$ cat src/hw/rtl/assert_macros.svh
// ----------------------------------------------------------------------------
// Assertion macros
// Shared concurrent assertion forms for the RTL.
// ----------------------------------------------------------------------------
`ifndef ASSERT_MACROS_SVH
`define ASSERT_MACROS_SVH

// same-cycle implication
`define ASSERT_IMPLIES(label, clk, rst_n, ante, cons, msg) \
    label: assert property (@(posedge clk) disable iff (!rst_n) (ante) |-> (cons)) \
        else $error(msg);

// next-cycle implication
`define ASSERT_NEXT(label, clk, rst_n, ante, cons, msg) \
    label: assert property (@(posedge clk) disable iff (!rst_n) (ante) |=> (cons)) \
        else $error(msg);

`endif

$ cat src/hw/rtl/vprc_pkg.sv
// ----------------------------------------------------------------------------
// vprc_pkg
// Types, constants and helpers of the polar/rectangular vector converter.
// ----------------------------------------------------------------------------
`default_nettype none

package vprc_pkg;

    localparam int W          = 32;
    localparam int ANGW       = 19;
    localparam int ZW         = 34;
    localparam int VW         = 36;
    localparam int SQRT_STEPS = 32;

    localparam logic [2:0] CMD_RECT  = 3'd0;
    localparam logic [2:0] CMD_POLAR = 3'd1;
    localparam logic [2:0] CMD_ADD   = 3'd2;
    localparam logic [2:0] CMD_SUB   = 3'd3;
    localparam logic [2:0] CMD_SCALE = 3'd4;

    localparam logic signed [ZW-1:0] HALF_PI_Q30 = 34'sd1686629713;
    localparam logic signed [ZW-1:0] ANGLE_MAX   = 34'sd205887;
    localparam logic signed [31:0]   GAIN_Q30    = 32'sd652032874;
    localparam logic signed [31:0]   DEG2RAD_Q32 = 32'sd74961321;

    typedef struct packed {
        logic [2:0]          cmd;
        logic signed [W-1:0] a;
        logic signed [W-1:0] b;
        logic signed [W-1:0] cx;
        logic signed [W-1:0] cy;
        logic signed [W-1:0] n;
    } cmd_word_t;

    typedef struct packed {
        logic signed [W-1:0] rx;
        logic signed [W-1:0] ry;
        logic                polar;
        logic                bad;
    } side_t;

    typedef struct packed {
        logic signed [63:0]   x;
        logic signed [63:0]   y;
        logic signed [ZW-1:0] z;
        side_t                side;
    } rot_t;

    typedef struct packed {
        logic signed [W-1:0] rx;
        logic signed [W-1:0] ry;
        logic [63:0]         sq;
        logic                bad;
        logic                zero;
    } vside_t;

    typedef struct packed {
        logic signed [VW-1:0] x;
        logic signed [VW-1:0] y;
        logic signed [ZW-1:0] z;
        vside_t               side;
    } vec_t;

    typedef struct packed {
        logic [63:0]           n;
        logic [33:0]           rem;
        logic [W-1:0]          root;
        logic signed [W-1:0]   rx;
        logic signed [W-1:0]   ry;
        logic signed [ANGW-1:0] ang;
        logic                  bad;
    } sqr_t;

    function automatic logic signed [W-1:0] sat32(input logic signed [63:0] v);
        logic signed [W-1:0] r;
        if (v > 64'sd2147483647)
            r = 32'sh7fffffff;
        else if (v < -64'sd2147483648)
            r = 32'sh80000000;
        else
            r = v[W-1:0];
        return r;
    endfunction

    // floor(atan(2^-i) * 2^30)
    function automatic logic signed [ZW-1:0] atan_q30(input int i);
        logic signed [ZW-1:0] r;
        unique case (i)
            0:  r = 34'sd843314856;
            1:  r = 34'sd497837829;
            2:  r = 34'sd263043836;
            3:  r = 34'sd133525158;
            4:  r = 34'sd67021686;
            5:  r = 34'sd33543515;
            6:  r = 34'sd16775850;
            7:  r = 34'sd8388437;
            8:  r = 34'sd4194282;
            9:  r = 34'sd2097149;
            10: r = 34'sd1048575;
            11: r = 34'sd524287;
            12: r = 34'sd262143;
            13: r = 34'sd131071;
            14: r = 34'sd65535;
            15: r = 34'sd32767;
            16: r = 34'sd16383;
            17: r = 34'sd8191;
            18: r = 34'sd4095;
            19: r = 34'sd2047;
            20: r = 34'sd1023;
            21: r = 34'sd511;
            22: r = 34'sd255;
            23: r = 34'sd127;
            24: r = 34'sd63;
            25: r = 34'sd31;
            26: r = 34'sd15;
            27: r = 34'sd7;
            28: r = 34'sd3;
            29: r = 34'sd1;
            default: r = 34'sd0;
        endcase
        return r;
    endfunction

endpackage

`default_nettype wire

$ cat src/hw/rtl/vprc_vec_cell.sv
// ----------------------------------------------------------------------------
// vprc_vec_cell
// One vectoring-mode CORDIC micro-rotation with a registered output word.
// ----------------------------------------------------------------------------
`default_nettype none

module vprc_vec_cell
    import vprc_pkg::*;
#(
    parameter int IDX = 0
)
(
    input  logic clk,
    input  logic rst_n,
    input  logic in_valid,
    output logic in_ready,
    input  vec_t d,
    output logic out_valid,
    input  logic out_ready,
    output vec_t q
);

    logic                 en;
    logic                 valid_reg;
    vec_t                 data_reg, data_next;
    logic signed [VW-1:0] dx, dy;

    assign en       = !valid_reg || out_ready;
    assign in_ready = en;

    always_comb
    begin
        dx        = d.y >>> IDX;
        dy        = d.x >>> IDX;
        data_next = d;
        if (d.y >= 0)
        begin
            data_next.x = d.x + dx;
            data_next.y = d.y - dy;
            data_next.z = d.z + atan_q30(IDX);
        end
        else
        begin
            data_next.x = d.x - dx;
            data_next.y = d.y + dy;
            data_next.z = d.z - atan_q30(IDX);
        end
    end

    always_ff @(posedge clk or negedge rst_n)
    begin
        if (!rst_n)
            valid_reg <= 1'b0;
        else if (en)
            valid_reg <= in_valid;
    end

    always_ff @(posedge clk)
    begin
        if (en)
            data_reg <= data_next;
    end

    assign out_valid = valid_reg;
    assign q         = data_reg;

endmodule

`default_nettype wire

$ cat config.mk
export PLATFORM = sky130hd
export DESIGN_NAME = vprc_vec_cell
export DESIGN_NICKNAME = d
export VERILOG_FILES = /design/src/hw/rtl/assert_macros.svh /design/src/hw/rtl/vprc_pkg.sv /design/src/hw/rtl/vprc_vec_cell.sv
export SDC_FILE = /design/constraint.sdc
export NUM_CORES = 1
export LEC_CHECK = 0
export BUFFER_PORTS_ARGS = -buffer_cell sky130_fd_sc_hd__buf_2
export CORE_MARGIN = 3
export CORE_UTILIZATION = 47
export DETAILED_ROUTE_END_ITERATION = 12
export PLACE_DENSITY = 0.78
export SYNTH_ARGS = -nofsm -noshare
export SYNTH_HDL_FRONTEND = slang
export SYNTH_SLANG_ARGS = --single-unit
$ cat constraint.sdc
create_clock -name clk -period 9.5 [get_ports clk]
set_input_delay 1.9 -clock clk [delete_from_list [all_inputs] [get_ports clk]]
set_output_delay 1.9 -clock clk [all_outputs]
set_load 0.005 [all_outputs]
==> run metrics <==
post-synthesis sequential area ratio 47.3%; first-pass GRT wire length 79.8 mm; Area growth syn-to-layout 24.1%; commonest non-fill, non-tap cell in the layout buf_2; Setup CP Type input pin to flip-flop; die extent in y 185 µm; Net Count, Synth 1818; Final Hold Violating Endpoints 0; CTS root buf clkbuf_16; final setup TNS 0 ns; multi-input logic area 0.00716 mm²; Final min period 5.15 ns; overflow left after global routing 0; antenna-violating nets left 0; number of enable flip-flop cells after synthesis 235; fillers 2612; FF+latch count, synth 236; Worst Hold Class flip-flop to flip-flop; Clock Sinks 236; final worst slack 4.35 ns; GRT Util Overall 30.4%; DP Area 0.0176 mm²; ys async rst share 0.424%; Ys Warns 0; Routed WL 54.7 mm; CTS buffer count 27; drt pass-1 iters 8; cts hold-fix bufs 0; leading area contributor after synthesis edfxtp_1; CORE AREA 0.0310 mm²; site row count 64; mapped cell area 0.0150 mm²; number of global-route vias before repair 13.1k; RSZ-0062 raised after global routing no; Setup Buffers After CTS 0; Synth Instances 1457; register area 0.00708 mm²; Final Setup Violations 0; Arr. time, crit path 5.45 ns; latest clock arrival within the worst-skew pair 0.55 ns; dominant synthesized flop cell edfxtp_1; post-place setup slack 3.95 ns; share of the synthesized area in the top cell type 47.1%; Final HPWL DP 42.3 mm; Critical Path End Type flip-flop; final worst path period share 54.3%; outcome finished clean; DR vias 13.6k; Max Slew Vio Count 0; 1st-iter DRT viols 1327; initial antenna violation count 13; PostCTS Resize Cnt 0; share of cells above drive strength 1 28.9%; Max IR drop VDD 0.000130 V; largest net degree at the start of global routing 79; average wire per standard cell 23.5 µm; power density over cell area 176 mW/mm²; width of the die 185 µm; Clock Pin Slew Worst Setup and Hold Paths 0.06 ns; worst-path fanout max 62; MaxCap Viol Count 0; finished layout cell area 0.0186 mm²; Pleak 8.24 nW; startpoint type of the worst setup path input pin; port bufs 477; worst-margin pin slew 1.05 ns; CTS tree done; Crit path required time 9.80 ns; synth top area cells edfxtp_1 47%, ha_1 9.9%, a21oi_1 4.7%; H-tree depth 1; initial core utilization 48.4%; die area 0.0341 mm²; Avg Synthesized Cell Area 10.3 µm²; Slew headroom 30.3%; Distinct cells, synth 81; DRC Markers 0; Core Util, Final 60.0%; most frequent cells in the layout 476 x buf_2, 235 x edfxtp_1, 140 x a21oi_1, 118 x ha_1, 115 x inv_1; Max Clk Rate 194 MHz; clk buf depth 3; Setup Skew 0.0160 ns; Avg Vias per Cell 5.86; num ports 478; final net count 2260; routability cong. 0.993
-- cell families after synthesis --
family | synth area share [%]
AOI/OAI and AO/OA | 18.9
and+or+nand+nor | 11.0
DFF | 47.3
buffers and inverters | 5.01
adders and majority gates | 10.3
xor gates and xnor gates | 6.02
muxes | 1.49
-- metal layers --
metal	wire (µm)	vias up	GRT usage, %	part of all wire [%]
met5	55	-	0	0.10
met4	2720	8	12.6	5.0
met3	4700	149	6.34	8.6
met2	25700	733	50.5	47
met1	21600	6514	38.8	39
li1	-	6206	-	-
-- critical path, cell delays in order --
cell     delay, ns
buf_4         0.30
inv_2         0.70
buf_4         0.56
ha_1          0.41
a21o_1        0.22
a21oi_1       0.15
o22ai_1       0.12
o41ai_2       0.48
o21ai_0       0.18
and3_1        0.20
xnor2_1       0.11
-- registers in the layout, summed over array words and instances (netlist names) --
name	cells
out_valid	1
q	235
-- power by group --
group | switching (mW) | leakage [nW] | internal [mW] | total [mW]
Sequential | 0.0351 | 2.37 | 1.31 | 1.34
Combinational | 0.494 | 5.40 | 0.309 | 0.803
Clock | 0.443 | 0.461 | 0.688 | 1.13
-- cells in the mapped netlist (all sizes together) (10+ instances only) --
cell / count
nand2b: 13
a21o: 26
nand3: 28
or3: 10
nor2b: 18
inv: 117
nor2: 108
o21a: 12
mux2i: 20
nor4: 16
o21bai: 23
a31oi: 12
or2: 12
buf: 36
o21ai: 114
a21oi: 141
ha: 118
xnor2: 75
nand4: 14
clkbuf: 34
nand2: 70
a211oi: 13
nor3: 26
xor2: 28
edfxtp: 235
o31ai: 15
o211ai: 14
-- cell type report --
class | instances | share of cell area (%)
Sequential cell | 236 | 38.1
Clock inverter | 17 | 1.41
Inverter | 119 | 2.40
Tap cell | 396 | 2.66
Multi-Input combinational cell | 1032 | 38.5
Timing Repair Buffer | 483 | 13.1
Clock buffer | 32 | 3.73
Antenna cell | 9 | 0.121
-- per-stage QoR --
| step | total power [mW] | cells | hold WS, ns |
|---|---|---|---|
| after floorplan | 1.81 | 1457 | 1.60 |
| after global placement | 2.14 | 2266 | 0.669 |
| after detailed placement | 2.15 | 2266 | 0.709 |
| after CTS | 3.29 | 2315 | 0.724 |
| after global routing | 3.40 | 2322 | 0.766 |
| final | 3.28 | 2324 | 0.733 |
-- worst paths after layout --
path	startpoint	to	slack, ns	cells after the start
max	d[199]	q[157]	4.35	11
min	out_valid	out_valid	0.73	2
max reg2reg	out_valid	q[191]	6.71	3
min reg2reg	out_valid	out_valid	0.73	2
max in group asynchronous	rst_n	out_valid	8.29	1
min in group asynchronous	rst_n	out_valid	1.12	1
No activity file was read; power rests on OpenSTA's default activity.
