===== config.mk =====
export PLATFORM = sky130hd
export DESIGN_NAME = vprc_sqrt_cell
export DESIGN_NICKNAME = d
export VERILOG_FILES = /design/src/hw/rtl/assert_macros.svh /design/src/hw/rtl/vprc_pkg.sv /design/src/hw/rtl/vprc_sqrt_cell.sv
export SDC_FILE = /design/constraint.sdc
export NUM_CORES = 1
export LEC_CHECK = 0
export ABC_AREA = 0
export BUFFER_PORTS_ARGS = -buffer_cell sky130_fd_sc_hd__buf_2
export CAP_MARGIN = 10
export CORE_AREA = 2 2 167 169
export CTS_CLUSTER_DIAMETER = 120
export DETAILED_ROUTE_END_ITERATION = 10
export DIE_AREA = 0 0 169 171
export SLEW_MARGIN = 20
export SYNTH_ARGS = -nofsm -noshare
export SYNTH_HDL_FRONTEND = slang
export SYNTH_SLANG_ARGS = --single-unit

===== constraint.sdc =====
create_clock -name clk -period 5.6 [get_ports clk]
set_clock_uncertainty 0.2 [all_clocks]
set_input_delay 0.28 -clock clk [delete_from_list [all_inputs] [get_ports clk]]
set_output_delay 0.28 -clock clk [all_outputs]
set_load 0.01 [all_outputs]

===== src/hw/rtl/assert_macros.svh =====
// ----------------------------------------------------------------------------
// Assertion macros
// Shared concurrent assertion forms for the RTL.
// ----------------------------------------------------------------------------
`ifndef ASSERT_MACROS_SVH
`define ASSERT_MACROS_SVH

// same-cycle implication
`define ASSERT_IMPLIES(label, clk, rst_n, ante, cons, msg) \
    label: assert property (@(posedge clk) disable iff (!rst_n) (ante) |-> (cons)) \
        else $error(msg);

// next-cycle implication
`define ASSERT_NEXT(label, clk, rst_n, ante, cons, msg) \
    label: assert property (@(posedge clk) disable iff (!rst_n) (ante) |=> (cons)) \
        else $error(msg);

`endif


===== src/hw/rtl/vprc_pkg.sv =====
// ----------------------------------------------------------------------------
// vprc_pkg
// Types, constants and helpers of the polar/rectangular vector converter.
// ----------------------------------------------------------------------------
`default_nettype none

package vprc_pkg;

    localparam int W          = 32;
    localparam int ANGW       = 19;
    localparam int ZW         = 34;
    localparam int VW         = 36;
    localparam int SQRT_STEPS = 32;

    localparam logic [2:0] CMD_RECT  = 3'd0;
    localparam logic [2:0] CMD_POLAR = 3'd1;
    localparam logic [2:0] CMD_ADD   = 3'd2;
    localparam logic [2:0] CMD_SUB   = 3'd3;
    localparam logic [2:0] CMD_SCALE = 3'd4;

    localparam logic signed [ZW-1:0] HALF_PI_Q30 = 34'sd1686629713;
    localparam logic signed [ZW-1:0] ANGLE_MAX   = 34'sd205887;
    localparam logic signed [31:0]   GAIN_Q30    = 32'sd652032874;
    localparam logic signed [31:0]   DEG2RAD_Q32 = 32'sd74961321;

    typedef struct packed {
        logic [2:0]          cmd;
        logic signed [W-1:0] a;
        logic signed [W-1:0] b;
        logic signed [W-1:0] cx;
        logic signed [W-1:0] cy;
        logic signed [W-1:0] n;
    } cmd_word_t;

    typedef struct packed {
        logic signed [W-1:0] rx;
        logic signed [W-1:0] ry;
        logic                polar;
        logic                bad;
    } side_t;

    typedef struct packed {
        logic signed [63:0]   x;
        logic signed [63:0]   y;
        logic signed [ZW-1:0] z;
        side_t                side;
    } rot_t;

    typedef struct packed {
        logic signed [W-1:0] rx;
        logic signed [W-1:0] ry;
        logic [63:0]         sq;
        logic                bad;
        logic                zero;
    } vside_t;

    typedef struct packed {
        logic signed [VW-1:0] x;
        logic signed [VW-1:0] y;
        logic signed [ZW-1:0] z;
        vside_t               side;
    } vec_t;

    typedef struct packed {
        logic [63:0]           n;
        logic [33:0]           rem;
        logic [W-1:0]          root;
        logic signed [W-1:0]   rx;
        logic signed [W-1:0]   ry;
        logic signed [ANGW-1:0] ang;
        logic                  bad;
    } sqr_t;

    function automatic logic signed [W-1:0] sat32(input logic signed [63:0] v);
        logic signed [W-1:0] r;
        if (v > 64'sd2147483647)
            r = 32'sh7fffffff;
        else if (v < -64'sd2147483648)
            r = 32'sh80000000;
        else
            r = v[W-1:0];
        return r;
    endfunction

    // floor(atan(2^-i) * 2^30)
    function automatic logic signed [ZW-1:0] atan_q30(input int i);
        logic signed [ZW-1:0] r;
        unique case (i)
            0:  r = 34'sd843314856;
            1:  r = 34'sd497837829;
            2:  r = 34'sd263043836;
            3:  r = 34'sd133525158;
            4:  r = 34'sd67021686;
            5:  r = 34'sd33543515;
            6:  r = 34'sd16775850;
            7:  r = 34'sd8388437;
            8:  r = 34'sd4194282;
            9:  r = 34'sd2097149;
            10: r = 34'sd1048575;
            11: r = 34'sd524287;
            12: r = 34'sd262143;
            13: r = 34'sd131071;
            14: r = 34'sd65535;
            15: r = 34'sd32767;
            16: r = 34'sd16383;
            17: r = 34'sd8191;
            18: r = 34'sd4095;
            19: r = 34'sd2047;
            20: r = 34'sd1023;
            21: r = 34'sd511;
            22: r = 34'sd255;
            23: r = 34'sd127;
            24: r = 34'sd63;
            25: r = 34'sd31;
            26: r = 34'sd15;
            27: r = 34'sd7;
            28: r = 34'sd3;
            29: r = 34'sd1;
            default: r = 34'sd0;
        endcase
        return r;
    endfunction

endpackage

`default_nettype wire


===== src/hw/rtl/vprc_sqrt_cell.sv =====
// ----------------------------------------------------------------------------
// vprc_sqrt_cell
// One restoring square-root step: two radicand bits in, one root bit out.
// ----------------------------------------------------------------------------
`default_nettype none

module vprc_sqrt_cell
    import vprc_pkg::*;
(
    input  logic clk,
    input  logic rst_n,
    input  logic in_valid,
    output logic in_ready,
    input  sqr_t d,
    output logic out_valid,
    input  logic out_ready,
    output sqr_t q
);

    logic        en;
    logic        valid_reg;
    sqr_t        data_reg, data_next;
    logic [35:0] rem4, trial;

    assign en       = !valid_reg || out_ready;
    assign in_ready = en;

    always_comb
    begin
        rem4        = {d.rem, d.n[63:62]};
        trial       = {2'b00, d.root, 2'b01};
        data_next   = d;
        data_next.n = {d.n[61:0], 2'b00};
        if (rem4 >= trial)
        begin
            data_next.rem  = 34'(rem4 - trial);
            data_next.root = {d.root[W-2:0], 1'b1};
        end
        else
        begin
            data_next.rem  = 34'(rem4);
            data_next.root = {d.root[W-2:0], 1'b0};
        end
    end

    always_ff @(posedge clk or negedge rst_n)
    begin
        if (!rst_n)
            valid_reg <= 1'b0;
        else if (en)
            valid_reg <= in_valid;
    end

    always_ff @(posedge clk)
    begin
        if (en)
            data_reg <= data_next;
    end

    assign out_valid = valid_reg;
    assign q         = data_reg;

endmodule

`default_nettype wire


==> impl_metrics.toml, run 1 <==
[drt]
drc_errors = 0
via_per_inst = 4.59
wirelength_mm = 31.6
detail-route-antenna-nets = 0
drtIter0Drc = 531
firstDrtPassIters = 4
vias = 7428
post_drt_wl_per_cell_microns = 19.6

[sta]
rsz0062_at_grt = "no"
maxSlewViolCount = 0
fin_crit_sh_pct = 67.4
final_hold_viol_count = 0
max_slew.worst_pin.slew_ps = 1260
maxSlewHeadroom_pct = 15.8
timing.final.crit_period_ps = 3780
setup_viol = 0
final.setup.tns_ps = 0
max_clock_freq_mhz = 265

[cells_and_area]
drive_above_1_share_pct = 38.8
area_delta_synth_final_pct = 61.4
nets = 1504
layout_commonest_cell = "buf_2"
mostFrequentLayoutCells = "buf_2 (431), dlygate4sd3_1 (214), edfxtp_1 (212)"
fin_area_sq_mm = 0.0143
fin_util_pct = 52.4

[grt]
grt_overflow = 0
grt_pass1_vias = 7416
grt_max_degree = 177
antenna_found_initial = 5
track_usage_pct = 20.5
grt_pass1_wl_mm = 44.5

[synthesis]
synth_edf_count = 212
async_reset_ff_share_pct = 0.469
syn_area_sq_mm = 0.00887
synth_cell_types = 63
ys_seq_elements = 213
synth_area_per_cell_sq_um = 14.9
postSynthCellCount = 594
yosys_warnings = 0
synth_flop_cell = "edfxtp_1"
seq_area_frac_synth_pct = 72.0

[setup_path]
crit_arrival_ps = 3840
cpPeakStageDelay_ps = 700
start_kind = "primary input"
crit_chain = "dlygate4sd3_1 -> buf_2 -> inv_1 -> ha_1 -> a21o_1 -> a221oi_1 -> o31a_1 -> o221ai_1 -> a211oi_1 -> o21a_2 -> clkinv_2 -> mux2_4"
rrSetupSlack_ps = 3150
path_class = "primary input to flop"
worstRegToRegCells = 2
cp_slowest_cell = "o21a_2"
crit_fanout = 44
required_ps = 5670
critPathCaptureType = "flop"

[worst_hold_path]
worst_hold_path_type = "primary input to flop"
hold_depth = 2

[pwr]
intPower_uw = 3200
p_leak_uw = 0.00631
finalPower_uw = 4300
ir_drop_uv = 180
power.share.sequential_pct = 45.8
p_per_area_mw_per_mm2 = 300
p_sw_uw = 1100
swShare_pct = 25.6
p_clk_share_pct = 36.0
combPwrFrac_pct = 18.3

[clocking]
cts_resized = 0
clock_latency_ps = 510
root_buffer = "clkbuf_16"
cts_buffers = 24
cts_sinks = 213
tritoncts = "done"
clk_pin_slew_ps = 60
cts_max_level = 1
clockBufferDepth = 3

[die]
die_w_microns = 169
die_h_microns = 171
io_pins = 434
dieArea_sq_mm = 0.0289
initial_utilization_pct = 32.5
rows = 61
coreArea_sq_mm = 0.0273

[placed_design]
port_buffers = 431
dpl_cell_area_sq_mm = 0.0114
dp_hpwl_mm = 21.8
gp_congestion = 0.835

[job]
drv_cap = 0

[status]
status = "complete, no violations"
registers in the layout, indices dropped and copies added, names as in the netlist:
name	flops
out_valid	1
q	212
metal layers:
| layer | up-vias | global-route usage [%] | part of all wire (%) |
|---|---|---|---|
| met4 | 6 | 6.80 | 3.1 |
| li1 | 3538 | - | - |
| met2 | 297 | 37.8 | 51 |
| met3 | 52 | 5.27 | 7.1 |
| met5 | - | 0 | 0.10 |
| met1 | 3535 | 23.1 | 38 |
stage by stage:
stage,cells,setup WS (ps),hold slack [ps]
final,1617,1820,272
after global routing,1617,1560,265
after CTS,1615,1750,248
after detailed placement,1358,1760,-143
after global placement,1358,1910,-145
after floorplan,595,1900,-216
cells by family (layout without fill, tap and decap cells):
logic type | Yosys count | count (layout) | synth area share, %
flops | 213 | 213 | 72.0
compound gates | 133 | 133 | 10.5
simple gates | 122 | 122 | 6.46
buf+inv | 59 | 733 | 2.90
fa+ha+maj | 34 | 34 | 4.79
xor+xnor | 27 | 27 | 2.66
mux | 5 | 5 | 0.620
other cells | 1 | 4 | 0.0423
cell usage after synthesis, drive strengths merged, types with 2 or more instances:
| master | number | area, sq um |
|---|---|---|
| and2 | 5 | 33.8 |
| xnor2 | 14 | 123 |
| clkbuf | 7 | 38.8 |
| inv | 42 | 158 |
| o21ai | 46 | 234 |
| nand4 | 7 | 50.1 |
| nand2 | 58 | 218 |
| o41ai | 3 | 48.8 |
| nor2 | 18 | 67.6 |
| a21boi | 2 | 15.0 |
| o31ai | 5 | 42.5 |
| o21a | 3 | 22.5 |
| nor3 | 10 | 50.1 |
| a31oi | 5 | 46.3 |
| o211ai | 3 | 27.5 |
| a211oi | 2 | 27.5 |
| nand3 | 6 | 30.0 |
| a21oi | 28 | 140 |
| edfxtp | 212 | 6370 |
| and3 | 5 | 35.0 |
| buf | 9 | 56.3 |
| xor2 | 13 | 114 |
| nand2b | 7 | 43.8 |
| o221ai | 2 | 17.5 |
| o31a | 2 | 17.5 |
| mux2i | 4 | 40.0 |
| a31o | 2 | 17.5 |
| a21o | 20 | 151 |
| ha | 34 | 425 |
area by class of cell:
class / instances / area, sq um
clock buffers: 31 / 648
flip-flops and latches: 213 / 6390
well taps: 346 / 433
diodes: 2 / 5.00
clock inverters: 12 / 118
repair buffers: 647 / 4330
inverters: 43 / 163
fillers: 2280 / 13000
multi-input cells: 323 / 2240
what timing repair did:
item | in CTS | in global routing
setup buffers | 0 | 0
hold buffers | 214 | 0
setup endpoints to repair | 0 | 0
hold endpoints to repair | 213 | 0
critical path, delay by kind of cell:
family | cells | cell delay [ps]
multiplexers | 1 | 330
AO/OA/AOI/OAI | 6 | 1940
buffers and inverters | 4 | 890
adder cells (fa/ha/maj) | 1 | 380
worst paths after layout:
kind	start	endpoint
max reg2reg	out_valid	q[45]
min in group asynchronous	rst_n	out_valid
max	d[99]	q[143]
max in group asynchronous	rst_n	out_valid
min reg2reg	out_valid	out_valid
min	d[43]	q[43]
power groups by stage:
stage	clock (uW)	combinational [uW]	sequential, uW
after floorplan	0	263	2090
after global placement	0	654	2000
after detailed placement	0	660	2000
after CTS	1590	787	1970
after global routing	1640	850	1980
final	1550	785	1970
Note: power is estimated with default switching activity, not from simulation.
==> run 2: changes to the inputs <==
--- a/config.mk
+++ b/config.mk
@@ -5,13 +5,13 @@
 export SDC_FILE = /design/constraint.sdc
 export NUM_CORES = 1
 export LEC_CHECK = 0
-export ABC_AREA = 0
+export ABC_AREA = 1
 export BUFFER_PORTS_ARGS = -buffer_cell sky130_fd_sc_hd__buf_2
 export CAP_MARGIN = 10
-export CORE_AREA = 2 2 167 169
+export CORE_AREA = 2 2 168 170
 export CTS_CLUSTER_DIAMETER = 120
 export DETAILED_ROUTE_END_ITERATION = 10
-export DIE_AREA = 0 0 169 171
+export DIE_AREA = 0 0 170 172
 export SLEW_MARGIN = 20
 export SYNTH_ARGS = -nofsm -noshare
 export SYNTH_HDL_FRONTEND = slang
==> constraint.sdc (replaced) <==
create_clock -name clk -period 3.6 [get_ports clk]
set_clock_uncertainty 0.2 [all_clocks]
set_input_delay 0.18 -clock clk [delete_from_list [all_inputs] [get_ports clk]]
set_output_delay 0.18 -clock clk [all_outputs]
set_load 0.01 [all_outputs]
==> run 2 against run 1 <==
Effect of this change: non-clock buffer count is 2 higher; design area is 4.2% higher; routed wire length is 11% higher; critical endpoint is now q[142]; final cell count is 17% higher; critical path type unchanged; synthesized area is 6.6% higher; worst setup slack worse by 1200 ps; count of clock-buffer cells in the layout is 1 lower; flip-flop and latch count stayed put; worst hold slack worse by 130 ps.
==> impl_metrics.toml, run 2 <==
[status]
status = "complete, no violations"

[synthesis]
synth_cell_types = 26
seq_area_frac_synth_pct = 67.6
synth_top_area_share_pct = 67.3
postSynthCellCount = 864
syn_area_sq_mm = 0.00946
synth_area_per_cell_sq_um = 10.9
ys_seq_elements = 213
async_reset_ff_share_pct = 0.469
synth_flop_cell = "edfxtp_1"
synth_area_leader_cell = "edfxtp_1"
yosys_warnings = 0
synth_most_common_cell = "nand2_1"
synth_common_cells = "nand2_1 (290), edfxtp_1 (212), inv_1 (141)"
netlist_top_cells_area = "edfxtp_1 (67%), nand2_1 (12%), inv_1 (5.6%), ha_1 (4.5%), nand3_1 (2.0%)"
synth_edf_count = 212

[setup_path]
cpPeakStageDelay_ps = 570
critPathCaptureType = "flop"
required_ps = 3650
cp_slowest_cell = "dlygate4sd3_1"
cpMostUsedCell = "nand2_1"
crit_fanout = 37
start_kind = "primary input"
path_class = "primary input to flop"
crit_arrival_ps = 2980
crit_chain = "dlygate4sd3_1 -> buf_2 -> ha_1 -> nand2_1 -> nor2_2 -> nand2_1 -> nor2_1 -> nand2_1 -> a21oi_2 -> nor2_1 -> nand2_4 -> inv_4 -> nand2_1 -> nand2_1"

[grt]
grt_pass1_vias = 8768
grt_overflow = 0
grt_pass1_wl_mm = 49.9
grt_max_degree = 75
track_usage_pct = 22.8
antenna_found_initial = 8

[clocking]
tritoncts = "done"
clockBufferDepth = 3
clock_latency_ps = 510
clk_pin_slew_ps = 60
cts_buffers = 24
cts_setup_buffers = 0
cts_sinks = 213
root_buffer = "clkbuf_16"
cts_max_level = 1

[pwr]
p_leak_uw = 0.00718
intPower_uw = 4870
p_clk_share_pct = 34.6
ir_drop_uv = 273
swShare_pct = 26.5
combPwrFrac_pct = 19.3
p_per_area_mw_per_mm2 = 444
power.share.sequential_pct = 46.1
p_sw_uw = 1760
finalPower_uw = 6630

[cells_and_area]
nets = 1784
drive_above_1_share_pct = 31.0
area_delta_synth_final_pct = 57.7
fin_area_sq_mm = 0.0149
mostFrequentLayoutCells = "buf_2 (431), nand2_1 (289), dlygate4sd3_1 (214)"
fin_util_pct = 54.3
largest_register_ffs = 212
layout_commonest_cell = "buf_2"

[sta]
final_hold_viol_count = 0
max_clock_freq_mhz = 342
post-route-worst-setup-slack_ps = 672
final.setup.tns_ps = 0
rsz0062_at_grt = "no"
max_slew.worst_pin.slew_ps = 757
maxSlewViolCount = 0
timing.final.crit_period_ps = 2930
setup_viol = 0
fin_crit_sh_pct = 81.3
maxSlewHeadroom_pct = 49.0

[placed_design]
gp_congestion = 0.898
dpl_cell_area_sq_mm = 0.0120
place_ws_ps = 733
dp_hpwl_mm = 25.3
port_buffers = 431

[drt]
vias = 8658
via_per_inst = 4.56
drc_errors = 0
firstDrtPassIters = 5
drtIter0Drc = 483
wirelength_mm = 35.2
detail-route-antenna-nets = 0
post_drt_wl_per_cell_microns = 18.6

[job]
drv_cap = 0

[worst_hold_path]
worst_hold_path_type = "primary input to flop"

[die]
io_pins = 434
die_h_microns = 172
coreArea_sq_mm = 0.0275
rows = 61
die_w_microns = 170
initial_utilization_pct = 34.4
dieArea_sq_mm = 0.0292
-- run 2: changes by cell type in the layout (fill, tap and decap cells not counted), sizes merged, moves of 20 or more --
cell,before,now
o21ai,46,13
nand3,6,39
a21o,20,0
inv,42,142
nand2,58,293
nor2,18,57
-- run 2: repair_timing --
| action | in CTS | in global routing |
|---|---|---|
| hold buffers | 214 | 0 |
| hold endpoints to repair | 213 | 0 |
| setup endpoints to repair | 0 | 0 |
| gates resized for setup | 0 | 0 |
-- run 2: per-layer routing --
layer / GRT usage (%) / wire length [microns] / share of wire [%]
met4: 9.77 / 1640 / 4.6
met2: 40.5 / 17300 / 49
met3: 5.65 / 2520 / 7.1
met1: 26.1 / 13800 / 39
met5: 0 / 55 / 0.16
-- run 2: per-stage QoR --
stage               cells  hold slack, ps
floorplan             865            -316
global placement     1638            -245
detailed placement   1638            -245
CTS                  1894             108
global route         1896             162
finish               1899             137
-- run 2: path summary, 6_finish.rpt --
| kind | start | endpoint | slack [ps] | cells after the start |
|---|---|---|---|---|
| worst max-delay path | d[128] | q[142] | 670 | 14 |
| worst min register to register | out_valid | q[155] | 830 | 1 |
| max in group asynchronous | rst_n | out_valid | 2780 | 3 |
| min in group asynchronous | rst_n | out_valid | 310 | 3 |
| worst max register to register | out_valid | q[90] | 1670 | 2 |
| worst min-delay path | d[115] | q[149] | 140 | 6 |
-- run 2: final cells by class --
class	instances	area [sq um]
inverter	142	536
multi-input combinational	502	2480
fill	2387	12600
clock buffer	30	644
timing repair buffer	649	4340
tap	346	433
clock inverter	12	81.3
sequential	213	6390
antenna	5	12.5
-- run 2: critical path: cells and delay by family --
kind	cells	cell delay, ps
simple gates	9	1330
buf+inv	3	960
fa+ha+maj	1	340
compound gates	1	120
-- run 2: logic make-up (layout without fill, tap and decap cells) --
family,Yosys count,after routing,synth area share [%]
simple gates,406,406,17.5
other cells,1,7,0.0396
buf+inv,150,833,6.41
fa+ha+maj,34,34,4.50
xor+xnor,18,18,1.67
flops,213,213,67.6
compound gates,42,42,2.34
-- run 2: power groups by stage --
stage / registers, uW / logic, uW / clock network [uW]
after floorplan: 3230 / 438 / 0
after global placement: 3100 / 1070 / 0
after detailed placement: 3100 / 1080 / 0
after CTS: 3050 / 1280 / 2360
after global routing: 3070 / 1390 / 2430
final: 3060 / 1280 / 2300
==> run 3: changes to the inputs <==
==> constraint.sdc (replaced) <==
create_clock -name clk -period 3.06 [get_ports clk]
set_clock_uncertainty 0.2 [all_clocks]
set_input_delay 0.153 -clock clk [delete_from_list [all_inputs] [get_ports clk]]
set_output_delay 0.153 -clock clk [all_outputs]
set_load 0.01 [all_outputs]
==> run 3 against run 2 <==
Effect of this change: count of clock-buffer cells in the layout fell by 3; total power increased by 20%; worst setup slack worse by 160 ps; core utilization up 0.34 points; clock power grew 25%; first-iteration DRC count up 12%; worst hold slack lost 60 ps; critical path type unchanged; largest cell class unchanged; highest routed layer unchanged.
==> impl_metrics.toml, run 3 (synthesis results as in run 2) <==
[status]
status = "complete, no violations"

[drt]
detail-route-antenna-nets = 0
vias = 8613
wirelength_mm = 35.7
post_drt_wl_per_cell_microns = 18.8
firstDrtPassIters = 5
drc_errors = 0
via_per_inst = 4.53
drtIter0Drc = 541

[setup_path]
path_class = "primary input to flop"
required_ps = 3260
r2r-start = "out_valid"
crit_arrival_ps = 2740
crit_end = "q[120]"
rr_endpoint = "q[141]"
rrSetupSlack_ps = 1240
crit_fanout = 33
worstRegToRegCells = 2
startpoint = "d[100]"
critPathCaptureType = "flop"
start_kind = "primary input"

[sta]
max_slew.worst_pin.slew_ps = 555
rsz0062_at_grt = "no"
final_hold_viol_count = 0
final.setup.tns_ps = 0
max_clock_freq_mhz = 393
setup_viol = 0
maxSlewHeadroom_pct = 63.0
timing.final.crit_period_ps = 2540
fin_crit_sh_pct = 83.2
maxSlewViolCount = 0

[grt]
grt_pass1_wl_mm = 50.8
grt_pass1_vias = 8689
grt_overflow = 0
grt_max_degree = 68
antenna_found_initial = 9
track_usage_pct = 23.3

[cells_and_area]
largest_register_ffs = 212
stdcell_count = 1902
drive_above_1_share_pct = 31.5
area_delta_synth_final_pct = 58.7
nets = 1788
layout_commonest_cell = "buf_2"
fin_area_sq_mm = 0.0150
mostFrequentLayoutCells = "buf_2 (431), nand2_1 (289), dlygate4sd3_1 (214)"
fillers = 2425

[pwr]
intPower_uw = 5860
combPwrFrac_pct = 19.0
p_sw_uw = 2120
p_leak_uw = 0.00723
p_clk_share_pct = 35.9
power.share.sequential_pct = 45.0
p_per_area_mw_per_mm2 = 531
finalPower_uw = 7980
ir_drop_uv = 373
swShare_pct = 26.6

[placed_design]
dpl_cell_area_sq_mm = 0.0121
gp_congestion = 0.881
dp_hpwl_mm = 25.6
dp.cells = 1642
port_buffers = 431

[die]
rows = 61
io_pins = 434
initial_utilization_pct = 34.4
die_w_microns = 170
die_h_microns = 172
coreArea_sq_mm = 0.0275
dieArea_sq_mm = 0.0292

[clocking]
cts_max_level = 1
clockBufferDepth = 3
cts_sinks = 213
tritoncts = "done"
root_buffer = "clkbuf_16"
clock_latency_ps = 530
cts_resized = 0
cts_buffers = 24
clk_pin_slew_ps = 60

[job]
drv_cap = 0

[worst_hold_path]
worst_hold_path_type = "primary input to flop"
[run 3: cell count changes in the layout (fill, tap and decap cells not counted), sizes merged]
cell    before  now
clkbuf      30   27
buf        435  439
bufinv       1    3
[run 3: worst min path at each step]
stage / start / end / slack, ps / cells past startpoint
finish: d[148] / q[116] / 80 / 7
global route: d[148] / q[116] / 110 / 7
global placement: rst_n / out_valid / -270 / 1
floorplan: rst_n / out_valid / -340 / 0
detailed placement: rst_n / out_valid / -270 / 1
CTS: d[148] / q[116] / 50 / 7
[run 3: worst max-delay path, cell delays in order]
cell           delay [ps]
dlygate4sd3_1         530
buf_2                 170
inv_1                  60
ha_1                  350
nand2_1               140
inv_1                  50
nand2_1                70
nand2_1                70
inv_1                  60
nand2_1                60
a21oi_1               170
nand2_1               110
nand2_1               120
nand2_4               130
inv_4                 320
nand2_1               100
nand2_1                70
[run 3: per-stage QoR]
step	utilization (%)	hold slack [ps]	worst slack, ps
6_report	54.6	77.0	516
3_5_place_dp	44.0	-268	510
4_1_cts	54.6	51.9	512
3_3_place_gp	44.0	-271	565
2_1_floorplan	-	-343	535
5_1_grt	54.6	110	175
[run 3: final cells by class]
| type | count | area [sq um] | area share (%) |
|---|---|---|---|
| flip-flops and latches | 213 | 6390 | 42.6 |
| diodes | 5 | 12.5 | 0.0833 |
| inverters | 142 | 536 | 3.57 |
| multi-input cells | 502 | 2480 | 16.5 |
| well taps | 346 | 433 | 2.88 |
| clock buffers | 27 | 612 | 4.07 |
| clock inverters | 14 | 153 | 1.02 |
| repair buffers | 653 | 4400 | 29.3 |
[run 3: power by group through the flow]
| stage | Sequential (uW) | Clock [uW] | Combinational, uW |
|---|---|---|---|
| 5_1_grt | 3620 | 3040 | 1660 |
| 3_5_place_dp | 3640 | 0 | 1280 |
| 6_report | 3590 | 2870 | 1520 |
| 2_1_floorplan | 3800 | 0 | 515 |
| 4_1_cts | 3590 | 2930 | 1520 |
| 3_3_place_gp | 3650 | 0 | 1270 |
[run 3: layer usage]
metal	track usage (%)	up-vias	wire length, microns
met1	27.2	3996	14000
met3	5.36	93	2410
met2	41.1	345	17400
met5	0	-	30
met4	10.3	6	1870
li1	-	4173	-
[run 3: repair_timing]
| item | CTS | global route |
|---|---|---|
| setup buffers | 0 | 0 |
| hold buffers | 214 | 0 |
| endpoints found under the hold margin | 213 | 0 |
