--- src/hw/rtl/assert_macros.svh ---
// ----------------------------------------------------------------------------
// Assertion macros
// Shared concurrent assertion forms for the RTL.
// ----------------------------------------------------------------------------
`ifndef ASSERT_MACROS_SVH
`define ASSERT_MACROS_SVH

// same-cycle implication
`define ASSERT_IMPLIES(label, clk, rst_n, ante, cons, msg) \
    label: assert property (@(posedge clk) disable iff (!rst_n) (ante) |-> (cons)) \
        else $error(msg);

// next-cycle implication
`define ASSERT_NEXT(label, clk, rst_n, ante, cons, msg) \
    label: assert property (@(posedge clk) disable iff (!rst_n) (ante) |=> (cons)) \
        else $error(msg);

`endif

--- src/hw/rtl/vprc_pkg.sv ---
// ----------------------------------------------------------------------------
// vprc_pkg
// Types, constants and helpers of the polar/rectangular vector converter.
// ----------------------------------------------------------------------------
`default_nettype none

package vprc_pkg;

    localparam int W          = 32;
    localparam int ANGW       = 19;
    localparam int ZW         = 34;
    localparam int VW         = 36;
    localparam int SQRT_STEPS = 32;

    localparam logic [2:0] CMD_RECT  = 3'd0;
    localparam logic [2:0] CMD_POLAR = 3'd1;
    localparam logic [2:0] CMD_ADD   = 3'd2;
    localparam logic [2:0] CMD_SUB   = 3'd3;
    localparam logic [2:0] CMD_SCALE = 3'd4;

    localparam logic signed [ZW-1:0] HALF_PI_Q30 = 34'sd1686629713;
    localparam logic signed [ZW-1:0] ANGLE_MAX   = 34'sd205887;
    localparam logic signed [31:0]   GAIN_Q30    = 32'sd652032874;
    localparam logic signed [31:0]   DEG2RAD_Q32 = 32'sd74961321;

    typedef struct packed {
        logic [2:0]          cmd;
        logic signed [W-1:0] a;
        logic signed [W-1:0] b;
        logic signed [W-1:0] cx;
        logic signed [W-1:0] cy;
        logic signed [W-1:0] n;
    } cmd_word_t;

    typedef struct packed {
        logic signed [W-1:0] rx;
        logic signed [W-1:0] ry;
        logic                polar;
        logic                bad;
    } side_t;

    typedef struct packed {
        logic signed [63:0]   x;
        logic signed [63:0]   y;
        logic signed [ZW-1:0] z;
        side_t                side;
    } rot_t;

    typedef struct packed {
        logic signed [W-1:0] rx;
        logic signed [W-1:0] ry;
        logic [63:0]         sq;
        logic                bad;
        logic                zero;
    } vside_t;

    typedef struct packed {
        logic signed [VW-1:0] x;
        logic signed [VW-1:0] y;
        logic signed [ZW-1:0] z;
        vside_t               side;
    } vec_t;

    typedef struct packed {
        logic [63:0]           n;
        logic [33:0]           rem;
        logic [W-1:0]          root;
        logic signed [W-1:0]   rx;
        logic signed [W-1:0]   ry;
        logic signed [ANGW-1:0] ang;
        logic                  bad;
    } sqr_t;

    function automatic logic signed [W-1:0] sat32(input logic signed [63:0] v);
        logic signed [W-1:0] r;
        if (v > 64'sd2147483647)
            r = 32'sh7fffffff;
        else if (v < -64'sd2147483648)
            r = 32'sh80000000;
        else
            r = v[W-1:0];
        return r;
    endfunction

    // floor(atan(2^-i) * 2^30)
    function automatic logic signed [ZW-1:0] atan_q30(input int i);
        logic signed [ZW-1:0] r;
        unique case (i)
            0:  r = 34'sd843314856;
            1:  r = 34'sd497837829;
            2:  r = 34'sd263043836;
            3:  r = 34'sd133525158;
            4:  r = 34'sd67021686;
            5:  r = 34'sd33543515;
            6:  r = 34'sd16775850;
            7:  r = 34'sd8388437;
            8:  r = 34'sd4194282;
            9:  r = 34'sd2097149;
            10: r = 34'sd1048575;
            11: r = 34'sd524287;
            12: r = 34'sd262143;
            13: r = 34'sd131071;
            14: r = 34'sd65535;
            15: r = 34'sd32767;
            16: r = 34'sd16383;
            17: r = 34'sd8191;
            18: r = 34'sd4095;
            19: r = 34'sd2047;
            20: r = 34'sd1023;
            21: r = 34'sd511;
            22: r = 34'sd255;
            23: r = 34'sd127;
            24: r = 34'sd63;
            25: r = 34'sd31;
            26: r = 34'sd15;
            27: r = 34'sd7;
            28: r = 34'sd3;
            29: r = 34'sd1;
            default: r = 34'sd0;
        endcase
        return r;
    endfunction

endpackage

`default_nettype wire

--- src/hw/rtl/vprc_rot_cell.sv ---
// ----------------------------------------------------------------------------
// vprc_rot_cell
// One rotation-mode CORDIC micro-rotation with a registered output word.
// ----------------------------------------------------------------------------
`default_nettype none

module vprc_rot_cell
    import vprc_pkg::*;
#(
    parameter int IDX = 0
)
(
    input  logic clk,
    input  logic rst_n,
    input  logic in_valid,
    output logic in_ready,
    input  rot_t d,
    output logic out_valid,
    input  logic out_ready,
    output rot_t q
);

    logic               en;
    logic               valid_reg;
    rot_t               data_reg, data_next;
    logic signed [63:0] dx, dy;

    assign en       = !valid_reg || out_ready;
    assign in_ready = en;

    always_comb
    begin
        dx        = d.y >>> IDX;
        dy        = d.x >>> IDX;
        data_next = d;
        if (d.z >= 0)
        begin
            data_next.x = d.x - dx;
            data_next.y = d.y + dy;
            data_next.z = d.z - atan_q30(IDX);
        end
        else
        begin
            data_next.x = d.x + dx;
            data_next.y = d.y - dy;
            data_next.z = d.z + atan_q30(IDX);
        end
    end

    always_ff @(posedge clk or negedge rst_n)
    begin
        if (!rst_n)
            valid_reg <= 1'b0;
        else if (en)
            valid_reg <= in_valid;
    end

    always_ff @(posedge clk)
    begin
        if (en)
            data_reg <= data_next;
    end

    assign out_valid = valid_reg;
    assign q         = data_reg;

endmodule

`default_nettype wire

--- config.mk ---
export PLATFORM = sky130hd
export DESIGN_NAME = vprc_rot_cell
export DESIGN_NICKNAME = d
export VERILOG_FILES = /design/src/hw/rtl/assert_macros.svh /design/src/hw/rtl/vprc_pkg.sv /design/src/hw/rtl/vprc_rot_cell.sv
export SDC_FILE = /design/constraint.sdc
export NUM_CORES = 1
export LEC_CHECK = 0
export BUFFER_PORTS_ARGS = -buffer_cell sky130_fd_sc_hd__buf_2
export CAP_MARGIN = 20
export CORE_ASPECT_RATIO = 0.9
export CORE_UTILIZATION = 45
export CTS_CLUSTER_DIAMETER = 40
export DETAILED_ROUTE_END_ITERATION = 7
export PLACE_DENSITY = 0.71
export SLEW_MARGIN = 10
export SYNTH_ARGS = -nofsm -noshare
export SYNTH_HDL_FRONTEND = slang
export SYNTH_SLANG_ARGS = --single-unit
--- constraint.sdc ---
create_clock -name clk -period 15.9 [get_ports clk]
set_input_delay 3.18 -clock clk [delete_from_list [all_inputs] [get_ports clk]]
set_output_delay 3.18 -clock clk [all_outputs]
set_load 0.01 [all_outputs]
==> results of run 1 <==
-- kinds of logic after synthesis --
group | share of synthesized area [%]
AO/OA/AOI/OAI | 25.6
AND/OR/NAND/NOR | 13.1
buffers and inverters | 5.93
flip-flops | 33.6
adder cells (fa/ha/maj) | 13.8
XOR/XNOR | 6.41
multiplexers | 1.57
-- synth_stat cells (5+ instances only) --
cell | n | area [um^2]
buf_1 | 16 | 60.1
o211ai_1 | 12 | 90.1
clkbuf_1 | 42 | 158
a221oi_1 | 6 | 52.6
a31oi_1 | 14 | 87.6
o31ai_1 | 26 | 195
o31ai_2 | 5 | 62.6
inv_1 | 192 | 721
mux2i_1 | 32 | 320
o21ai_0 | 129 | 646
nor2_1 | 187 | 702
xnor2_1 | 131 | 1150
xor2_1 | 18 | 158
nand2b_1 | 18 | 113
nor3_1 | 44 | 220
a22oi_1 | 5 | 37.5
buf_2 | 24 | 120
nand4_1 | 45 | 282
a211oi_1 | 23 | 173
o311ai_1 | 5 | 43.8
o21ai_1 | 12 | 60.1
o31a_1 | 9 | 78.8
nor4_1 | 25 | 156
a21oi_2 | 6 | 52.6
o21bai_1 | 86 | 646
nand2_1 | 128 | 480
o21a_1 | 15 | 113
inv_2 | 12 | 45.0
nand3_1 | 30 | 150
and2_1 | 5 | 31.3
edfxtp_1 | 227 | 6820
nand3b_1 | 6 | 45.0
or3_1 | 10 | 62.6
a21o_1 | 57 | 428
o221ai_1 | 6 | 52.6
ha_1 | 219 | 2740
a21boi_0 | 10 | 75.1
buf_4 | 8 | 60.1
nor2b_1 | 21 | 131
a21oi_1 | 317 | 1590
or2_2 | 6 | 37.5
a2111oi_0 | 9 | 78.8
-- worst max-delay path, cell delays in order --
cell and delay [ns]:
buf_2 0.13, inv_1 0.07, ha_1 0.14, nor4b_1 0.24, nand4_1 0.12, nor4_1 0.21
and4_1 0.25, nand2b_4 0.40, inv_4 0.31, ha_1 0.45, a2111oi_0 0.42, o21ai_0 0.17
nand2_1 0.14, a21oi_1 0.10, nor2_1 0.24, o311ai_1 0.19, a31oi_1 0.35, o21ai_1 0.17
a221oi_1 0.28, o21bai_1 0.11, xor2_1 0.15
-- registers in the layout, summed over array words and instances, names as in the netlist --
signal	cells
q	227
out_valid	1
-- cell usage in the layout, fill, tap and decap left out, types with 6 or more instances in the layout --
cell       count
a221oi_1       6
nand2_1      128
nor2_1       187
o221ai_1       6
ha_1         219
a21oi_1      317
o21bai_1      86
mux2i_1       32
inv_1        192
xor2_1        18
buf_2        461
o31a_1         9
edfxtp_1     227
nor4_1        25
a31oi_1       14
a21boi_0      10
nor2b_1       21
a2111oi_0      9
o21ai_1       12
xnor2_1      131
a21oi_2        6
o21a_1        15
diode_2       13
a21o_1        57
clkbuf_16     41
nand2b_1      16
o31ai_1       26
a211oi_1      23
nand4_1       45
o211ai_1      12
or2_2          6
nand3b_1       6
nand3_1       30
or3_1         10
inv_2         11
buf_4          7
clkinv_2       7
o21ai_0      129
nor3_1        44
-- path summary, 6_finish.rpt --
| kind | start | endpoint | cells past startpoint |
|---|---|---|---|
| min | out_valid$_DFFE_PN0P_ | out_valid$_DFFE_PN0P_ | 2 |
| max in group asynchronous | rst_n | out_valid$_DFFE_PN0P_ | 1 |
| min in group asynchronous | rst_n | out_valid$_DFFE_PN0P_ | 1 |
| min reg2reg | out_valid$_DFFE_PN0P_ | out_valid$_DFFE_PN0P_ | 2 |
| max reg2reg | out_valid$_DFFE_PN0P_ | q[187]$_DFFE_PP_ | 3 |
| max | d[99] | q[99]$_DFFE_PP_ | 21 |
-- layout make-up --
| type | instances | area share (%) |
|---|---|---|
| multi-input cells | 1766 | 50.3 |
| flip-flops and latches | 228 | 27.9 |
| repair buffers | 468 | 9.62 |
| clock buffers | 45 | 4.25 |
| inverters | 207 | 3.18 |
| well taps | 600 | 3.06 |
| clock inverters | 31 | 1.56 |
| diodes | 13 | 0.133 |
-- per-layer routing --
metal  up-vias  global-route usage [%]
met5         -                       0
met4         8                    14.0
met3       172                    7.26
met2      1013                    54.1
met1      9623                    42.7
li1       9245                       -
-- where the power goes --
| group | internal [W] | switching, W |
|---|---|---|
| combinational | 0.000290 | 0.000539 |
| sequential | 0.000788 | 0.0000373 |
| clock | 0.000566 | 0.000340 |
-- metrics by stage --
step                hold slack (ns)  area, um^2
finish                        0.994       24500
global route                   1.04       24500
CTS                           0.990       24500
detailed placement            0.976       23100
global placement              0.936       23100
floorplan                      2.88       20400
==> results.sh, run 1 <==
export IMPL_wire_per_inst_um=23.7
export IMPL_setup_violations=0
export IMPL_cts_tree="yes"
export IMPL_power_density_mw_per_mm2=104
export IMPL_finalCriticalPeriod_ns=7.50
export IMPL_postCtsHoldBufs=0
export IMPL_wl_met3_um=7260
export IMPL_routed_top_layer="met5"
export IMPL_nFillCells=4166
export IMPL_start_util_pct=45.9
export IMPL_nets=3167
export IMPL_crit_path_end_kind="flip-flop"
export IMPL_place_ws_ns=7.94
export IMPL_globalplace_congestion=1.04
export IMPL_drt_met1_wl_um=32200
export IMPL_overflow=0
export IMPL_rows=73
export IMPL_synth_avg_cell_area_um2=8.88
export IMPL_cts_root_buf="clkbuf_16"
export IMPL_grt_antenna_before_repair=15
export IMPL_path_clk_slew_ns=0.05
export IMPL_wl_met2_um=36900
export IMPL_layout_cells_non_filler=3358
export IMPL_vdd_drop_max_uv=81.9
export IMPL_ys_flop_type="edfxtp_1"
export IMPL_grt_max_degree=89
export IMPL_hp_class="reg -> reg"
export IMPL_rsz0062_at_grt="false"
export IMPL_cp_max_fo=35
export IMPL_port_buffers=461
export IMPL_cp_start_kind="primary input"
export IMPL_synth_edf_count=227
export IMPL_viasPerCell=5.97
export IMPL_drcViolationCount=0
export IMPL_grt_pass1_wl_um=116000
export IMPL_hold_violations=0
export IMPL_yosys_warnings=0
export IMPL_ant_nets=0
export IMPL_first_iter_violations=2008
export IMPL_setup_slack_ns=8.40
export IMPL_timing_fmax_mhz=133
export IMPL_postSynth_asyncResetShare_pct=0.439
export IMPL_fin_crit_sh_pct=47.2
export IMPL_ios=462
export IMPL_status="finished, final reports clean"
export IMPL_required_ns=16.22
export IMPL_fin_worst_skew_ns=0.0132
export IMPL_total_power_w=0.00256
export IMPL_cts_buffers=41
export IMPL_vias=20100
export IMPL_slew_viol_final=0
export IMPL_grt_usage_pct=33.3
export IMPL_slew_headroom_pct=15.6
export IMPL_syn_nets=2749
export IMPL_finish_utilization_pct=55.2
export IMPL_tightest_slew_ns=1.26
export IMPL_synth_cells=2294
export IMPL_drt_pass1_iterations=6
export IMPL_worstSetupPathType="in -> reg"
export IMPL_design_die_area_mm2=0.0461
export IMPL_worstSkewPairLatency_ns=0.57
export IMPL_synth_seq_cells=228
export IMPL_postCtsSetupRepairBufs=0
export IMPL_arrival_ns=7.82
export IMPL_coreArea_mm2=0.0444
export IMPL_htreeDepth=2
export IMPL_fp_dieW_um=226
export IMPL_routed_wl_um=79500
export IMPL_leakage_nw=10.8
export IMPL_ys_types=93
export IMPL_hpwl_um=64300
export IMPL_multi_input_area_mm2=0.0123
export IMPL_cts_path_max_buffers=3
export IMPL_tns_ns=0
export IMPL_area_growth_pct=20.4
export IMPL_synth_area_mm2=0.0204
export IMPL_layout_drive_gt1_share_pct=22.0
export IMPL_die_y_um=204
export IMPL_place_inst=3269
export IMPL_postCtsResizedCells=0
export IMPL_grt_pass1_vias=19100
export IMPL_cap_violations=0
export IMPL_clock_sinks=228
export IMPL_yosysSeqAreaShare_pct=33.6
export IMPL_regArea_mm2=0.00684
export IMPL_rrSetupSlack_ns=12.94
Note: power is estimated with default switching activity, not from simulation.
==> inputs of run 2 (changes only) <==
--- a/config.mk
+++ b/config.mk
@@ -11,7 +11,7 @@
 export CORE_UTILIZATION = 45
 export CTS_CLUSTER_DIAMETER = 40
 export DETAILED_ROUTE_END_ITERATION = 7
-export PLACE_DENSITY = 0.71
+export PLACE_DENSITY = 0.74
 export SLEW_MARGIN = 10
 export SYNTH_ARGS = -nofsm -noshare
 export SYNTH_HDL_FRONTEND = slang
==> constraint.sdc (replaced) <==
create_clock -name clk -period 6.2 [get_ports clk]
set_input_delay 1.24 -clock clk [delete_from_list [all_inputs] [get_ports clk]]
set_output_delay 1.24 -clock clk [all_outputs]
set_load 0.01 [all_outputs]
==> results.sh, run 2 (synthesis results as in run 1) <==
export IMPL_status="finished, final reports clean"
export IMPL_crit_path_end_kind="flip-flop"
export IMPL_rsz0062_at_grt="false"
export IMPL_wire_per_inst_um=23.4
export IMPL_cts_path_max_buffers=3
export IMPL_die_y_um=204
export IMPL_grt_pass1_wl_um=115000
export IMPL_overflow=0
export IMPL_viasPerCell=5.95
export IMPL_drt_pass1_iterations=6
export IMPL_hpwl_um=63300
export IMPL_path_clk_slew_ns=0.06
export IMPL_grt_antenna_before_repair=11
export IMPL_tightest_slew_ns=1.13
export IMPL_cts_tree="yes"
export IMPL_total_power_w=0.00655
export IMPL_worstSetupPathType="in -> reg"
export IMPL_fin_area_mm2=0.0245
export IMPL_hold_violations=0
export IMPL_final_cell_mix="buf_2, a21oi_1, edfxtp_1, ha_1, inv_1"
export IMPL_nets=3172
export IMPL_arrival_ns=5.39
export IMPL_cp_max_fo=74
export IMPL_rows=73
export IMPL_hp_class="in -> async"
export IMPL_coreArea_mm2=0.0444
export IMPL_postCtsHoldBufs=0
export IMPL_grt_pass1_vias=19100
export IMPL_slew_headroom_pct=22.9
export IMPL_postCtsResizedCells=0
export IMPL_mostFrequentLayoutCell="buf_2"
export IMPL_largest_reg_flops=227
export IMPL_port_buffers=461
export IMPL_routed_wl_um=78700
export IMPL_cp_start_kind="primary input"
export IMPL_cts_buffers=39
export IMPL_power_density_mw_per_mm2=267
export IMPL_first_iter_violations=2079
export IMPL_globalplace_congestion=0.997
export IMPL_cts_root_buf="clkbuf_16"
export IMPL_layout_drive_gt1_share_pct=22.3
export IMPL_ios=462
export IMPL_setup_violations=0
export IMPL_finish_utilization_pct=55.3
export IMPL_fin_worst_skew_ns=0.0254
export IMPL_cap_violations=0
export IMPL_leakage_nw=10.8
export IMPL_drcViolationCount=0
export IMPL_ant_nets=0
export IMPL_design_die_area_mm2=0.0461
export IMPL_htreeDepth=2
export IMPL_required_ns=6.50
export IMPL_clock_sinks=228
export IMPL_area_growth_pct=20.5
export IMPL_slew_viol_final=0
export IMPL_grt_usage_pct=33.0
export IMPL_post_dp_cell_area_mm2=0.0231
export IMPL_timing_fmax_mhz=197
export IMPL_postCtsSetupRepairBufs=0
export IMPL_fin_crit_sh_pct=82.0
export IMPL_vdd_drop_max_uv=217
export IMPL_worstSkewPairLatency_ns=0.58
export IMPL_grt_max_degree=146
export IMPL_start_util_pct=45.9
export IMPL_tns_ns=0
export IMPL_finalCriticalPeriod_ns=5.09
export IMPL_fp_dieW_um=226
export IMPL_vias=20000
## run 2: changes by cell type in the layout (fill, tap and decap cells not counted), sizes merged
| cell | delta |
|---|---|
| inv | +7 |
| clkbuf | -5 |
| clkinv | -5 |
| buf | +7 |
| clkinvlp | -1 |
| diode | -4 |
## run 2: where the power goes
group / switching, W / internal [W] / total [W]
clock network: 0.000894 / 0.00142 / 0.00231
registers: 0.0000847 / 0.00202 / 0.00210
logic: 0.00139 / 0.000749 / 0.00213
## run 2: layer usage
metal | vias up | part of all wire [%] | GRT usage, %
met5 | - | 0 | 0
met4 | 0 | 4.9 | 16.1
met3 | 193 | 8.2 | 6.01
met2 | 990 | 46 | 53.7
met1 | 9560 | 41 | 42.0
li1 | 9246 | - | -
## run 2: final timing paths
kind | start | end | slack (ns) | cells after the start
worst max register to register | out_valid$_DFFE_PN0P_ | q[189]$_DFFE_PP_ | 4.32 | 2
min in group clk | out_valid$_DFFE_PN0P_ | out_valid$_DFFE_PN0P_ | 0.78 | 2
worst min-delay path | rst_n | out_valid$_DFFE_PN0P_ | 0.47 | 1
max in group asynchronous | rst_n | out_valid$_DFFE_PN0P_ | 5.62 | 1
worst max-delay path | d[99] | q[99]$_DFFE_PP_ | 1.11 | 19
worst min register to register | out_valid$_DFFE_PN0P_ | out_valid$_DFFE_PN0P_ | 0.78 | 2
## run 2: through the flow
stage	std cells	hold WS (ns)	setup slack, ns
4_1_cts	3348	0.441	1.13
6_report	3357	0.471	1.11
2_1_floorplan	2294	0.944	0.491
3_5_place_dp	3276	0.776	0.538
5_1_grt	3354	0.448	0.775
3_3_place_gp	3276	0.781	0.621
## run 2: cell type report
class / count / area (um^2)
antenna: 9 / 22.5
sequential: 228 / 6840
clock inverter: 32 / 414
tap: 600 / 751
multi-input combinational: 1766 / 12300
clock buffer: 40 / 980
timing repair buffer: 475 / 2420
fill: 4202 / 19800
inverter: 207 / 779
## run 2: critical path, cell delays in order
cell and delay [ns]:
buf_2 0.13, inv_1 0.08, ha_1 0.13, nor4b_1 0.20, nand4_1 0.11, nor4_1 0.25
and4_1 0.25, nand2b_4 0.22, buf_4 0.72, ha_1 0.42, a21oi_1 0.18, nor2b_1 0.06
o21ai_0 0.15, o311ai_1 0.17, a31oi_1 0.34, o21ai_1 0.18, a221oi_1 0.28, o21bai_1 0.11
xor2_1 0.16
==> inputs of run 3 (changes only) <==
==> constraint.sdc (replaced) <==
create_clock -name clk -period 4.5 [get_ports clk]
set_input_delay 0.9 -clock clk [delete_from_list [all_inputs] [get_ports clk]]
set_output_delay 0.9 -clock clk [all_outputs]
set_load 0.01 [all_outputs]
==> results.sh, run 3 (synthesis results as in run 1) <==
export IMPL_start_util_pct=45.9
export IMPL_die_y_um=204
export IMPL_first_iter_violations=1880
export IMPL_htreeDepth=2
export IMPL_cap_violations=0
export IMPL_tightest_slew_ns=1.02
export IMPL_ant_nets=0
export IMPL_design_die_area_mm2=0.0461
export IMPL_fin_worst_skew_ns=0.0118
export IMPL_vdd_drop_max_uv=296
export IMPL_cts_tree="yes"
export IMPL_cts_buffers=40
export IMPL_grt_pass1_wl_um=123000
export IMPL_routed_wl_um=83300
export IMPL_cts_path_max_buffers=3
export IMPL_fp_dieW_um=226
export IMPL_path_clk_slew_ns=0.06
export IMPL_setup_slack_ns=0.162
export IMPL_place_ws_ns=-0.432
export IMPL_wire_per_inst_um=22.5
export IMPL_viasPerCell=5.75
export IMPL_postCtsHoldBufs=0
export IMPL_total_power_w=0.00951
export IMPL_cp_max_fo=9
export IMPL_largest_reg_flops=227
export IMPL_drt_pass1_iterations=5
export IMPL_rrSetupSlack_ns=2.70
export IMPL_hold_violations=0
export IMPL_area_growth_pct=34.2
export IMPL_ios=462
export IMPL_nets=3518
export IMPL_worstSetupPathType="in -> reg"
export IMPL_power_density_mw_per_mm2=348
export IMPL_overflow=0
export IMPL_required_ns=4.82
export IMPL_layout_drive_gt1_share_pct=31.5
export IMPL_port_buffers=461
export IMPL_clock_sinks=228
export IMPL_final_cell_mix="buf_2, buf_4, a21oi_1, edfxtp_1, ha_1"
export IMPL_status="finished, final reports clean"
export IMPL_timing_fmax_mhz=231
export IMPL_grt_pass1_vias=20900
export IMPL_slew_viol_final=0
export IMPL_crit_path_end_kind="flip-flop"
export IMPL_globalplace_congestion=1.05
export IMPL_drcViolationCount=0
export IMPL_worstSkewPairLatency_ns=0.57
export IMPL_nFillCells=3919
export IMPL_grt_max_degree=136
export IMPL_fin_crit_sh_pct=96.4
export IMPL_cp_start_kind="primary input"
export IMPL_setup_violations=0
export IMPL_vias=21300
export IMPL_leakage_nw=12.5
export IMPL_coreArea_mm2=0.0444
export IMPL_hpwl_um=68500
export IMPL_slew_headroom_pct=31.7
export IMPL_finalCriticalPeriod_ns=4.34
export IMPL_grt_usage_pct=35.3
export IMPL_grt_antenna_before_repair=14
export IMPL_mostFrequentLayoutCell="buf_2"
export IMPL_cts_root_buf="clkbuf_16"
export IMPL_rows=73
export IMPL_arrival_ns=4.66
export IMPL_hp_class="in -> async"
[run 3: cell count changes in the layout (fill, tap and decap cells not counted), moves of 3 or more]
cell | before | now
buf_12 | 1 | 5
ha_4 | 0 | 3
buf_4 | 13 | 354
ha_1 | 219 | 216
[run 3: metrics by stage]
step           cell area, um^2  setup TNS (ns)  hold slack [ns]  util [%]  instances
6_report                 27300               0           0.0887      61.6       3704
5_1_grt                  27300         -0.0720           0.0653      61.6       3701
4_1_cts                  27300               0           0.0638      61.4       3693
3_5_place_dp             25800           -3.59            0.678      58.2       3620
3_3_place_gp             25800           -2.77            0.677      58.2       3620
2_1_floorplan            20500           -1.07            0.604         -       2294
[run 3: final cells by class]
| cell class | count | area (um^2) | share of cell area [%] |
|---|---|---|---|
| Antenna cell | 10 | 25.0 | 0.0916 |
| Clock buffer | 44 | 1030 | 3.75 |
| Clock inverter | 29 | 393 | 1.44 |
| Inverter | 207 | 779 | 2.85 |
| Multi-Input combinational cell | 1766 | 12500 | 45.6 |
| Sequential cell | 228 | 6840 | 25.0 |
| Tap cell | 600 | 751 | 2.75 |
| Timing Repair Buffer | 820 | 5060 | 18.5 |
[run 3: power by group]
part           internal [W]  switching (W)  total (W)  leakage [nW]
logic               0.00137        0.00203    0.00340          9.56
registers           0.00278       0.000132    0.00291          2.29
clock network       0.00200        0.00120    0.00320         0.691
total               0.00615        0.00336    0.00951          12.5
[run 3: worst paths after layout]
kind                                  startpoint               endpoint  cells after the start
hold / removal                             rst_n  out_valid$_DFFE_PN0P_                      1
setup / recovery                           d[79]        q[99]$_DFFE_PP_                     19
setup reg to reg           out_valid$_DFFE_PN0P_        q[65]$_DFFE_PP_                      2
hold reg to reg            out_valid$_DFFE_PN0P_        q[80]$_DFFE_PP_                      2
max in group asynchronous                  rst_n  out_valid$_DFFE_PN0P_                      1
min in group clk                           d[10]        q[10]$_DFFE_PP_                      1
[run 3: per-layer routing]
layer	part of all wire (%)	GRT usage [%]
met1	40	43.1
met4	5.2	18.6
met2	47	58.1
met3	8.4	7.58
met5	0.042	0
[run 3: critical path, cell delays in order]
cell and delay, ns:
buf_2 0.13, or4_1 0.53, nor4_1 0.23, and4_1 0.25, nand2b_4 0.18, inv_4 0.10, buf_4 0.15, fa_2 0.36
nor2b_4 0.12, o31a_1 0.19, o221ai_2 0.13, a21oi_2 0.16, nor2_1 0.08, o311ai_2 0.36, a31oi_2 0.18, o21ai_2 0.21
a221oi_1 0.10, o21bai_1 0.19, xor2_1 0.09
[run 3: what timing repair did]
item	CTS	global route
gates resized for setup	0	8
setup endpoints to repair	0	6
buffers inserted	0	1
